## src/sv/wpvs_pkg.sv

```systemverilog
package wpvs_pkg;

  localparam int unsigned LENGTH_BITS = 32;
  localparam int unsigned GAIN_BITS   = 17;

  localparam logic [GAIN_BITS-1:0]   UNITY_GAIN  = 17'd65536;
  localparam logic [GAIN_BITS-1:0]   BYPASS_GAIN = 17'd65470;
  localparam logic [LENGTH_BITS-1:0] MIN_FILE    = LENGTH_BITS'(44);
  localparam logic [LENGTH_BITS-1:0] RIFF_HEAD   = LENGTH_BITS'(12);
  localparam logic [31:0]            TAG_FMT     = 32'h666D7420;
  localparam logic [31:0]            TAG_DATA    = 32'h64617461;
  localparam logic [15:0]            FMT_PCM     = 16'd1;
  localparam logic [15:0]            FMT_FLOAT   = 16'd3;
  localparam logic [15:0]            BITS_8      = 16'd8;
  localparam logic [15:0]            BITS_16     = 16'd16;
  localparam logic [31:0]            FMT_MIN_LEN = 32'd16;

  // Configuration register indexes
  localparam logic REG_GAIN = 1'b0;
  localparam logic REG_FLEN = 1'b1;

  localparam int unsigned FIFO_DEPTH = 8;
  localparam int unsigned PTR_BITS   = $clog2(FIFO_DEPTH);
  localparam int unsigned CNT_BITS   = $clog2(FIFO_DEPTH + 1);

  typedef enum logic [2:0] {
    PH_RIFF,
    PH_HEAD,
    PH_BODY,
    PH_PCM,
    PH_PASS
  } phase_e;

  typedef enum logic [1:0] {
    KIND_PASS,
    KIND_S8,
    KIND_S16
  } kind_e;

  // One parsed byte on its way to the gain stage
  typedef struct packed {
    logic       valid;
    kind_e      kind;
    logic [7:0] data;
    logic [7:0] low;
    logic       last_cur;
    logic       last_prev;
  } item_t;

  typedef struct packed {
    logic [7:0] data;
    logic       last;
  } entry_t;

endpackage

```

## src/sv/wpvs_if.sv

```systemverilog
interface wpvs_in_if;
  logic       valid;
  logic       ready;
  logic [7:0] in_byte;

  modport source (output valid, output in_byte, input ready);
  modport sink (input valid, input in_byte, output ready);
endinterface

interface wpvs_out_if;
  logic       valid;
  logic       ready;
  logic [7:0] out_byte;
  logic       last_byte;

  modport source (output valid, output out_byte, output last_byte, input ready);
  modport sink (input valid, input out_byte, input last_byte, output ready);
endinterface

```

## src/sv/wpvs_parser.sv

```systemverilog
module wpvs_parser (
  input  logic                                clk_i,
  input  logic                                rst_ni,
  input  logic                                accept_i,
  input  logic [7:0]                          byte_i,
  input  logic [wpvs_pkg::GAIN_BITS-1:0]      gain_i,
  input  logic [wpvs_pkg::LENGTH_BITS-1:0]    flen_i,
  output wpvs_pkg::item_t                     item_o
);

  wpvs_pkg::phase_e                  phase_q, phase_d;
  logic [wpvs_pkg::LENGTH_BITS-1:0]  pos_q, pos_d;
  logic [31:0]                       tag_q, tag_d;
  logic [31:0]                       clen_q, clen_d;
  logic [32:0]                       left_q, left_d;
  logic [15:0]                       fmt_q, fmt_d;
  logic [15:0]                       bits_q, bits_d;
  logic [7:0]                        held_q, held_d;
  wpvs_pkg::item_t                   item_q;

  wpvs_pkg::kind_e kind;
  logic            emit;
  logic            last_cur;
  logic            last_prev;
  logic            end_seen;
  logic            parity;
  logic            data_ok;
  logic [33:0]     body_end;
  logic [32:0]     body_at;

  always_comb begin
    phase_d  = phase_q;
    pos_d    = pos_q + 1'b1;
    tag_d    = tag_q;
    clen_d   = clen_q;
    left_d   = left_q;
    fmt_d    = fmt_q;
    bits_d   = bits_q;
    held_d   = held_q;
    kind     = wpvs_pkg::KIND_PASS;
    emit     = 1'b1;
    parity   = clen_q[0] ^ left_q[0];
    body_at  = {1'b0, clen_q} + {32'd0, clen_q[0]} - left_q;
    last_cur  = (flen_i != '0) && (pos_q == flen_i - 1'b1);
    last_prev = (flen_i != '0) && (pos_q == flen_i);
    body_end = '0;
    data_ok  = 1'b0;

    unique case (phase_q)
      wpvs_pkg::PH_RIFF: begin
        if (pos_q >= wpvs_pkg::RIFF_HEAD - 1'b1) begin
          phase_d = wpvs_pkg::PH_HEAD;
          left_d  = '0;
        end
      end
      wpvs_pkg::PH_HEAD: begin
        if (left_q < 33'd4) begin
          tag_d = {tag_q[23:0], byte_i};
        end else begin
          clen_d = {byte_i, clen_q[31:8]};
        end
        left_d = left_q + 1'b1;
        if (left_q >= 33'd7) begin
          body_end = 34'(pos_q) + 34'd1 + 34'(clen_d);
          data_ok  = (clen_d != '0)
                     && (fmt_q == wpvs_pkg::FMT_PCM || fmt_q == wpvs_pkg::FMT_FLOAT)
                     && (bits_q == wpvs_pkg::BITS_8 || bits_q == wpvs_pkg::BITS_16)
                     && (flen_i >= wpvs_pkg::MIN_FILE)
                     && (gain_i < wpvs_pkg::BYPASS_GAIN);
          left_d = '0;
          if (body_end > 34'(flen_i)) begin
            phase_d = wpvs_pkg::PH_PASS;
          end else if (tag_d == wpvs_pkg::TAG_DATA) begin
            if (data_ok) begin
              left_d  = {1'b0, clen_d};
              phase_d = wpvs_pkg::PH_PCM;
            end else begin
              phase_d = wpvs_pkg::PH_PASS;
            end
          end else begin
            // body plus pad byte to even length
            left_d  = {1'b0, clen_d} + {32'd0, clen_d[0]};
            phase_d = (left_d != '0) ? wpvs_pkg::PH_BODY : wpvs_pkg::PH_HEAD;
          end
        end
      end
      wpvs_pkg::PH_BODY: begin
        if (tag_q == wpvs_pkg::TAG_FMT && clen_q >= wpvs_pkg::FMT_MIN_LEN) begin
          if (body_at == 33'd0) begin
            fmt_d[7:0] = byte_i;
          end else if (body_at == 33'd1) begin
            fmt_d[15:8] = byte_i;
          end else if (body_at == 33'd14) begin
            bits_d[7:0] = byte_i;
          end else if (body_at == 33'd15) begin
            bits_d[15:8] = byte_i;
          end
        end
        left_d = left_q - 1'b1;
        if (left_q == 33'd1) begin
          phase_d = wpvs_pkg::PH_HEAD;
        end
      end
      wpvs_pkg::PH_PCM: begin
        if (bits_q == wpvs_pkg::BITS_8) begin
          kind = wpvs_pkg::KIND_S8;
        end else if (left_q == 33'd1 && !parity) begin
          // odd trailing byte passes unchanged
          kind = wpvs_pkg::KIND_PASS;
        end else if (!parity) begin
          // hold the low byte until its high byte arrives
          held_d = byte_i;
          emit   = 1'b0;
        end else begin
          kind = wpvs_pkg::KIND_S16;
        end
        left_d = left_q - 1'b1;
        if (left_q == 33'd1) begin
          phase_d = wpvs_pkg::PH_PASS;
        end
      end
      wpvs_pkg::PH_PASS: begin
        emit = 1'b1;
      end
      default: begin
        phase_d = wpvs_pkg::PH_PASS;
      end
    endcase

    end_seen = emit && (last_cur || (kind == wpvs_pkg::KIND_S16 && last_prev));
    if (end_seen) begin
      phase_d = wpvs_pkg::PH_RIFF;
      pos_d   = '0;
      tag_d   = '0;
      clen_d  = '0;
      left_d  = '0;
      fmt_d   = '0;
      bits_d  = '0;
      held_d  = '0;
    end
  end

  always_ff @(posedge clk_i or negedge rst_ni) begin
    if (!rst_ni) begin
      phase_q <= wpvs_pkg::PH_RIFF;
      pos_q   <= '0;
      tag_q   <= '0;
      clen_q  <= '0;
      left_q  <= '0;
      fmt_q   <= '0;
      bits_q  <= '0;
      held_q  <= '0;
    end else if (accept_i) begin
      phase_q <= phase_d;
      pos_q   <= pos_d;
      tag_q   <= tag_d;
      clen_q  <= clen_d;
      left_q  <= left_d;
      fmt_q   <= fmt_d;
      bits_q  <= bits_d;
      held_q  <= held_d;
    end
  end

  always_ff @(posedge clk_i or negedge rst_ni) begin
    if (!rst_ni) begin
      item_q <= '0;
    end else begin
      item_q.valid <= accept_i && emit;
      if (accept_i) begin
        item_q.kind      <= kind;
        item_q.data      <= byte_i;
        item_q.low       <= held_q;
        item_q.last_cur  <= last_cur;
        item_q.last_prev <= last_prev;
      end
    end
  end

  assign item_o = item_q;

endmodule

```

## src/sv/wpvs_out_fifo.sv

```systemverilog
module wpvs_out_fifo (
  input  logic                              clk_i,
  input  logic                              rst_ni,
  input  logic [1:0]                        push_i,
  input  wpvs_pkg::entry_t                  ent0_i,
  input  wpvs_pkg::entry_t                  ent1_i,
  input  logic                              pop_i,
  output wpvs_pkg::entry_t                  head_o,
  output logic [wpvs_pkg::CNT_BITS-1:0]     count_o
);

  wpvs_pkg::entry_t                    mem_q [wpvs_pkg::FIFO_DEPTH];
  logic [wpvs_pkg::PTR_BITS-1:0]       wr_q, rd_q;
  logic [wpvs_pkg::PTR_BITS-1:0]       wr_next;
  logic [wpvs_pkg::CNT_BITS-1:0]       count_q;

  assign wr_next = wr_q + 1'b1;

  always_ff @(posedge clk_i) begin
    if (push_i != 2'd0) begin
      mem_q[wr_q] <= ent0_i;
    end
    if (push_i == 2'd2) begin
      mem_q[wr_next] <= ent1_i;
    end
  end

  always_ff @(posedge clk_i or negedge rst_ni) begin
    if (!rst_ni) begin
      wr_q    <= '0;
      rd_q    <= '0;
      count_q <= '0;
    end else begin
      wr_q    <= wr_q + wpvs_pkg::PTR_BITS'(push_i);
      rd_q    <= rd_q + wpvs_pkg::PTR_BITS'(pop_i);
      count_q <= count_q + wpvs_pkg::CNT_BITS'(push_i) - wpvs_pkg::CNT_BITS'(pop_i);
    end
  end

  assign head_o  = mem_q[rd_q];
  assign count_o = count_q;

endmodule

```

## src/sv/wav_pcm_volume_scaler_top.sv

```systemverilog
// WAV PCM volume scaler.
// Bytes of a WAV file enter on in_ch, one request per byte, in file order, and
// leave on out_ch in the same order, each flagged last_byte at the final file
// position. Samples of the first accepted data chunk (format 1 or 3, 8 or 16
// bits) are multiplied by the Q16 gain; everything else passes unchanged.
// Write gain and file length on the cfg port before streaming a file.
// A passed or 8-bit byte is registered in the parser's item register and then written
// into the output queue before it appears on out_ch. A 16-bit low byte is held and
// leaves together with its high byte, as two consecutive results.
// Throughput: one byte per cycle unless stalled. The parser takes each accepted byte;
// the gain multiplier produces up to two result bytes per cycle into an eight-entry
// output queue that drains one byte per cycle while out_ch.ready is high.
// A stalled receiver fills the queue; in_ch.ready drops while fewer than two
// free entries remain beyond those already promised to the gain stage.
// Reset clears the parser, empties the queue and sets gain to unity and file
// length to zero. After the last byte of a file the parser returns to its
// reset state, ready for the next file; configuration is kept.
module wav_pcm_volume_scaler_top (
  input  logic                                clk_i,
  input  logic                                rst_ni,
  input  logic                                cfg_we_i,
  input  logic                                cfg_idx_i,
  input  logic [31:0]                         cfg_wdata_i,
  wpvs_in_if.sink                             in_ch,
  wpvs_out_if.source                          out_ch
);

  logic [wpvs_pkg::GAIN_BITS-1:0]    gain_q;
  logic [wpvs_pkg::LENGTH_BITS-1:0]  flen_q;

  logic                              in_accept;
  wpvs_pkg::item_t                   item;
  logic [wpvs_pkg::CNT_BITS-1:0]     count;
  logic [wpvs_pkg::CNT_BITS:0]       committed;

  logic [wpvs_pkg::GAIN_BITS-1:0]    gain_eff;
  logic [15:0]                       sample;
  logic                              neg;
  logic [15:0]                       mag;
  logic [32:0]                       prod;
  logic [15:0]                       res;
  logic [1:0]                        push;
  wpvs_pkg::entry_t                  ent0, ent1, head;

  always_ff @(posedge clk_i or negedge rst_ni) begin
    if (!rst_ni) begin
      gain_q <= wpvs_pkg::UNITY_GAIN;
      flen_q <= '0;
    end else if (cfg_we_i) begin
      unique case (cfg_idx_i)
        wpvs_pkg::REG_GAIN: gain_q <= cfg_wdata_i[wpvs_pkg::GAIN_BITS-1:0];
        wpvs_pkg::REG_FLEN: flen_q <= cfg_wdata_i[wpvs_pkg::LENGTH_BITS-1:0];
        default: ;
      endcase
    end
  end

  // Queue entries plus two for the byte in the gain stage must leave room for two more
  assign committed = {1'b0, count} + (item.valid ? 5'd2 : 5'd0);
  assign in_ch.ready = committed <= 5'(wpvs_pkg::FIFO_DEPTH - 2);
  assign in_accept   = in_ch.valid && in_ch.ready;

  wpvs_parser u_parser (
    .clk_i    (clk_i),
    .rst_ni   (rst_ni),
    .accept_i (in_accept),
    .byte_i   (in_ch.in_byte),
    .gain_i   (gain_q),
    .flen_i   (flen_q),
    .item_o   (item)
  );

  // Gain at most unity, so the truncated product always fits the sample range
  assign gain_eff = gain_q[wpvs_pkg::GAIN_BITS-1] ? wpvs_pkg::UNITY_GAIN : gain_q;
  assign sample   = (item.kind == wpvs_pkg::KIND_S16) ? {item.data, item.low}
                  : {{8{~item.data[7]}}, ~item.data[7], item.data[6:0]};
  assign neg      = sample[15];
  assign mag      = neg ? (16'd0 - sample) : sample;
  assign prod     = {17'd0, mag} * {16'd0, gain_eff};
  assign res      = neg ? (16'd0 - prod[31:16]) : prod[31:16];

  always_comb begin
    push = 2'd0;
    ent0 = '{data: item.data, last: item.last_cur};
    ent1 = '{data: res[15:8], last: item.last_cur};
    if (item.valid) begin
      unique case (item.kind)
        wpvs_pkg::KIND_PASS: begin
          push = 2'd1;
        end
        wpvs_pkg::KIND_S8: begin
          push = 2'd1;
          ent0 = '{data: res[7:0] ^ 8'h80, last: item.last_cur};
        end
        wpvs_pkg::KIND_S16: begin
          push = 2'd2;
          ent0 = '{data: res[7:0], last: item.last_prev};
        end
        default: begin
          push = 2'd1;
        end
      endcase
    end
  end

  wpvs_out_fifo u_out_fifo (
    .clk_i   (clk_i),
    .rst_ni  (rst_ni),
    .push_i  (push),
    .ent0_i  (ent0),
    .ent1_i  (ent1),
    .pop_i   (out_ch.valid && out_ch.ready),
    .head_o  (head),
    .count_o (count)
  );

  assign out_ch.valid     = count != '0;
  assign out_ch.out_byte  = head.data;
  assign out_ch.last_byte = head.last;

endmodule

```

## src/flat_wrapper.sv

```systemverilog
// flat-port wrapper written by rule: the top's interface ports become plain ports
module wav_pcm_volume_scaler_top_flat 
  (clk_i, rst_ni, cfg_we_i, cfg_idx_i, cfg_wdata_i, in_ch_valid, in_ch_in_byte, in_ch_ready, out_ch_valid, out_ch_out_byte, out_ch_last_byte, out_ch_ready);
  wpvs_in_if in_ch_i ();
  wpvs_out_if out_ch_i ();
  input  logic clk_i;
  input  logic rst_ni;
  input  logic cfg_we_i;
  input  logic cfg_idx_i;
  input  logic [31:0] cfg_wdata_i;
  input wire logic [$bits(in_ch_i.valid)-1:0] in_ch_valid;
  input wire logic [$bits(in_ch_i.in_byte)-1:0] in_ch_in_byte;
  output wire logic [$bits(in_ch_i.ready)-1:0] in_ch_ready;
  output wire logic [$bits(out_ch_i.valid)-1:0] out_ch_valid;
  output wire logic [$bits(out_ch_i.out_byte)-1:0] out_ch_out_byte;
  output wire logic [$bits(out_ch_i.last_byte)-1:0] out_ch_last_byte;
  input wire logic [$bits(out_ch_i.ready)-1:0] out_ch_ready;
  assign in_ch_i.valid = in_ch_valid;
  assign in_ch_i.in_byte = in_ch_in_byte;
  assign in_ch_ready = in_ch_i.ready;
  assign out_ch_valid = out_ch_i.valid;
  assign out_ch_out_byte = out_ch_i.out_byte;
  assign out_ch_last_byte = out_ch_i.last_byte;
  assign out_ch_i.ready = out_ch_ready;
  wav_pcm_volume_scaler_top u_core (.clk_i(clk_i), .rst_ni(rst_ni), .cfg_we_i(cfg_we_i), .cfg_idx_i(cfg_idx_i), .cfg_wdata_i(cfg_wdata_i), .in_ch(in_ch_i), .out_ch(out_ch_i));
endmodule
```

## config.mk

```make
export PLATFORM = sky130hd
export DESIGN_NAME = wav_pcm_volume_scaler_top_flat
export DESIGN_NICKNAME = d
export VERILOG_FILES = /design/src/sv/wpvs_pkg.sv /design/src/sv/wpvs_if.sv /design/src/sv/wpvs_parser.sv /design/src/sv/wpvs_out_fifo.sv /design/src/sv/wav_pcm_volume_scaler_top.sv /design/src/flat_wrapper.sv
export SDC_FILE = /design/constraint.sdc
export NUM_CORES = 2
export LEC_CHECK = 0
export BUFFER_PORTS_ARGS = -buffer_cell sky130_fd_sc_hd__buf_2
export CAP_MARGIN = 15
export CORE_ASPECT_RATIO = 1.1
export CORE_MARGIN = 4
export CORE_UTILIZATION = 56
export CTS_CLUSTER_DIAMETER = 100
export DETAILED_ROUTE_END_ITERATION = 6
export GPL_ROUTABILITY_DRIVEN = 1
export GPL_TIMING_DRIVEN = 0
export PLACE_DENSITY = 0.77
export SLEW_MARGIN = 0
export SYNTH_ARGS = -nofsm -noshare
export SYNTH_HDL_FRONTEND = slang
export SYNTH_SLANG_ARGS = --single-unit
```

## constraint.sdc

```tcl
create_clock -name clk_i -period 11.8 [get_ports clk_i]
set_input_delay 1.77 -clock clk_i [delete_from_list [all_inputs] [get_ports clk_i]]
set_output_delay 1.77 -clock clk_i [all_outputs]
set_load 0.01 [all_outputs]
```

==> impl_summary.txt <==
----------------------------------------------------
[Floorplanning]
  Effective utilization at floorplan ... 0.565
  Chip width ... 240 um
  Die outline height ... 263 um
  Die area ... 63100 um2
  Core outline area ... 58500 um2
  Total number of placement rows ... 93
  I/O pins ... 57

[Setup path]
  Kind of critical path ... reg2reg
  Top fanout value on the critical path ... 10
  Minimum setup slack among reg-to-reg paths ... 0.41 ns
  Cell at the slowest stage of the critical path ... nor4_2
  Worst R2R End ... u_core.u_parser.left_q[32]$_DFFE_PN0P_
  Capturing instance or port of the critical path ... u_core.u_parser.left_q[32]$_DFFE_PN0P_
  Crit path largest cell delay ... 0.61 ns
  Category of the worst setup path launch point ... register
  Crit end category ... register
  Worst endpoint data arrival time ... 11.90 ns
  CP Launch Point ... u_core.u_parser.left_q[7]$_DFFE_PN0P_
  Number of cells on the worst reg-to-reg path ... 36
  Worst reg2reg path startpoint ... u_core.u_parser.left_q[7]$_DFFE_PN0P_
  Required time of the critical path ... 12.31 ns

[Placed design]
  Placer Congestion ... 1.03
  Count of port buffers added during placement ... 50
  Inst Count DP ... 4688
  Detailed placer's ending HPWL ... 80700 um

[Global routing]
  Overall overflow remaining after global route ... 0
  Number of global-route vias before repair ... 29400
  Number of antenna violations at the first check in global routing ... 0
  Global-route wire length before repair ... 164000 um
  Largest net degree at the start of global routing ... 106
  All-Layer GR Usage ... 0.326

[CTS]
  Clock slew at the register clock pins of the worst setup and hold paths ... 0.06 ns
  Number of instances resized during post-cts repair ... 0
  Number of buffers inserted by hold repair at cts ... 0
  TritonCTS clock tree ... yes
  TritonCTS Buffers ... 38
  CTS Root Buffer Type ... clkbuf_16
  Clock buffer depth ... 3
  Clock sink count ... 323
  Post-CTS Repair Setup Buffers ... 0
  Latest clock arrival within the worst-skew pair ... 0.57 ns
  Maximum level of the CTS H-tree ... 2

[Synthesis]
  Number of nets produced by synthesis ... 4377
  Distinct cell type count after synthesis ... 89
  Synthesized instance count ... 3872
  Post-synthesis instance area ... 33100 um2
  Fraction of the yosys area taken by sequential cells ... 0.255
  Fraction of registers with async set/reset ... 0.777
  Post-synth EDFFs ... 72
  Register bit count reported by yosys ... 323
  Yosys synthesis warning count ... 0
  Post-synthesis average cell area ... 8.55 um2
  Most used flip-flop cell after synthesis ... dfrtp_1

[Timing]
  Transition time of the tightest slew-check pin ... 1.28 ns
  Post-Route Setup TNS ... 0 ns
  Final setup violating endpoints ... 0
  Final Cycle Share ... 0.965
  Clock Skews ... 0.0203 ns
  Worst slew slack as a fraction of its limit ... 0.140
  Number of max-slew violations in the final report ... 0
  Hold Fails Final Rpt ... 0
  Maximum clock frequency ... 87.8 MHz
  Post-route minimum period ... 11.39 ns

[Status]
  Status ... finished, violations left
  Violated checks ... design-rule violations

[Final layout]
  Most frequent cells in the layout ... nand2_1 (434), inv_1 (405), nor2_1 (395)
  Filler Cell Count ... 5136
  Layout net count ... 4473
  Post-layout instance count excluding filler cells ... 4758
  Layout Area Growth over Synthesis ... 7.91%
  Final core area utilization ... 0.610
  Number of diodes ... 0
  Most common cell after layout, fill and taps aside ... nand2_1
  Share of post-route cells with drive strength above 1 ... 0.0690

[Min path]
  Type of the most critical hold path ... reg2reg

[Route]
  Detailed-route wire length per cell ... 21.8 um
  Number of DRC markers after the initial detailed-route iteration ... 3003
  Number of nets still failing antenna checks after routing ... 0
  Wire length reported by the detailed router ... 104000 um
  DRC violations left ... 1
  Pre-Repair DR Iteration Count ... 7
  Via-per-instance ratio ... 6.28
  Number of vias in the routed layout ... 29900

[Run]
  Maximum Capacitance Violations ... 0

[Pwr]
  Power per standard cell area ... 271 nW/um2
  Maximum VDD drop ... 465 uV
  Leakage component of the power ... 16.5 nW

----------------------------------------------------
flip-flops by register name, indices dropped and copies added (netlist names), 17 cells and up:
name / flops
u_core.u_parser.left_q: 33
u_core.u_out_fifo.mem_q: 72
u_core.u_parser.pos_q: 32
u_core.gain_q: 17
u_core.u_parser.clen_q: 32
u_core.u_parser.item_o: 21
u_core.flen_q: 32
u_core.u_parser.tag_q: 32
final cells by class:
| cell class | count | area, um2 | share of cell area |
|---|---|---|---|
| sequential | 323 | 8440 | 0.236 |
| tap | 760 | 951 | 0.0266 |
| clock buffer | 51 | 1090 | 0.0306 |
| timing repair buffer | 56 | 342 | 0.00957 |
| buffer | 206 | 821 | 0.0230 |
| clock inverter | 19 | 198 | 0.00554 |
| multi-input combinational | 2937 | 22300 | 0.626 |
| inverter | 406 | 1520 | 0.0427 |
where the power goes:
| group | switching [mW] | internal (mW) | leakage [nW] |
|---|---|---|---|
| Combinational | 4.50 | 2.57 | 11.9 |
| Sequential | 0.102 | 1.27 | 3.95 |
| Clock | 0.507 | 0.722 | 0.639 |
cell families (layout without fill, tap and decap cells):
group | count (synthesis) | count (layout) | share of synthesized area
compound gates | 740 | 740 | 0.146
buf+inv | 612 | 738 | 0.0708
simple gates | 1395 | 1395 | 0.200
flops | 323 | 323 | 0.255
xor+xnor | 201 | 201 | 0.0532
fa+ha+maj | 459 | 459 | 0.221
mux | 142 | 142 | 0.0527
layer usage:
layer / wire [um] / track usage / part of all wire
met5: 0 / 0 / 0
met4: 7100 / 0.177 / 0.069
met2: 47300 / 0.519 / 0.46
met1: 39800 / 0.427 / 0.38
met3: 9330 / 0.0542 / 0.090
metrics by stage:
stage	power (mW)	area [um2]	worst slack, ns	hold slack, ns
finish	9.67	35700	0.410	0.475
global route	10.6	35700	-0.0620	0.509
CTS	9.62	35700	0.241	0.476
detailed placement	8.34	34400	0.327	0.461
global placement	8.20	34300	0.336	0.454
floorplan	6.43	33100	2.41	0.439
synth_stat cells (9+ instances only):
cell type / instances / area (um2)
nor4_1: 65 / 407
o21bai_1: 14 / 105
a22o_1: 75 / 657
xnor2_1: 114 / 998
inv_1: 405 / 1520
a311oi_1: 9 / 78.8
a31oi_1: 28 / 175
nor2_1: 395 / 1480
nor2b_1: 42 / 263
a211oi_1: 16 / 120
and3_1: 39 / 244
mux2i_1: 45 / 450
or2_2: 11 / 68.8
or3_1: 18 / 113
dfrtp_1: 250 / 6260
o31ai_1: 23 / 173
buf_2: 19 / 95.1
nand3_1: 93 / 465
edfxtp_1: 72 / 2160
clkbuf_1: 166 / 623
o21ai_0: 129 / 646
a21o_1: 55 / 413
o21a_1: 21 / 158
nand4_1: 60 / 375
and2_1: 36 / 225
a21oi_1: 230 / 1150
fa_1: 211 / 4220
mux2_2: 79 / 890
a211o_1: 9 / 78.8
mux4_2: 18 / 405
nor4b_1: 15 / 131
ha_1: 248 / 3100
nor3b_1: 9 / 67.6
o211ai_1: 15 / 113
or4_1: 18 / 135
xor2_1: 87 / 762
buf_1: 16 / 60.1
nor3_1: 91 / 455
nand2_1: 434 / 1630
o221ai_1: 10 / 87.6
nand2b_1: 34 / 213
worst max-delay path, delay by kind of cell, from the launching register on:
family / cells / cell delay, ns
AO/OA/AOI/OAI: 11 / 2.63
XOR/XNOR: 1 / 0.14
adder cells (fa/ha/maj): 2 / 0.61
buffers and inverters: 7 / 2.76
flip-flops: 1 / 0.42
multiplexers: 1 / 0.48
AND/OR/NAND/NOR: 14 / 4.25
how the worst min path moves through the flow:
stage	start	endpoint	slack, ns	cells past startpoint
finish	u_core.u_parser.held_q[4]$_DFFE_PN0P_	u_core.u_parser.item_o[6]$_DFFE_PN0P_	0.47	2
global route	u_core.u_parser.tag_q[26]$_DFFE_PN0P_	u_core.u_parser.tag_q[26]$_DFFE_PN0P_	0.51	1
CTS	u_core.u_parser.held_q[4]$_DFFE_PN0P_	u_core.u_parser.item_o[6]$_DFFE_PN0P_	0.48	2
detailed placement	u_core.u_parser.held_q[4]$_DFFE_PN0P_	u_core.u_parser.item_o[6]$_DFFE_PN0P_	0.46	2
global placement	u_core.u_parser.held_q[5]$_DFFE_PN0P_	u_core.u_parser.item_o[7]$_DFFE_PN0P_	0.45	2
floorplan	u_core.u_parser.held_q[0]$_DFFE_PN0P_	u_core.u_parser.item_o[2]$_DFFE_PN0P_	0.44	2
Note: power is estimated with default switching activity, not from simulation.
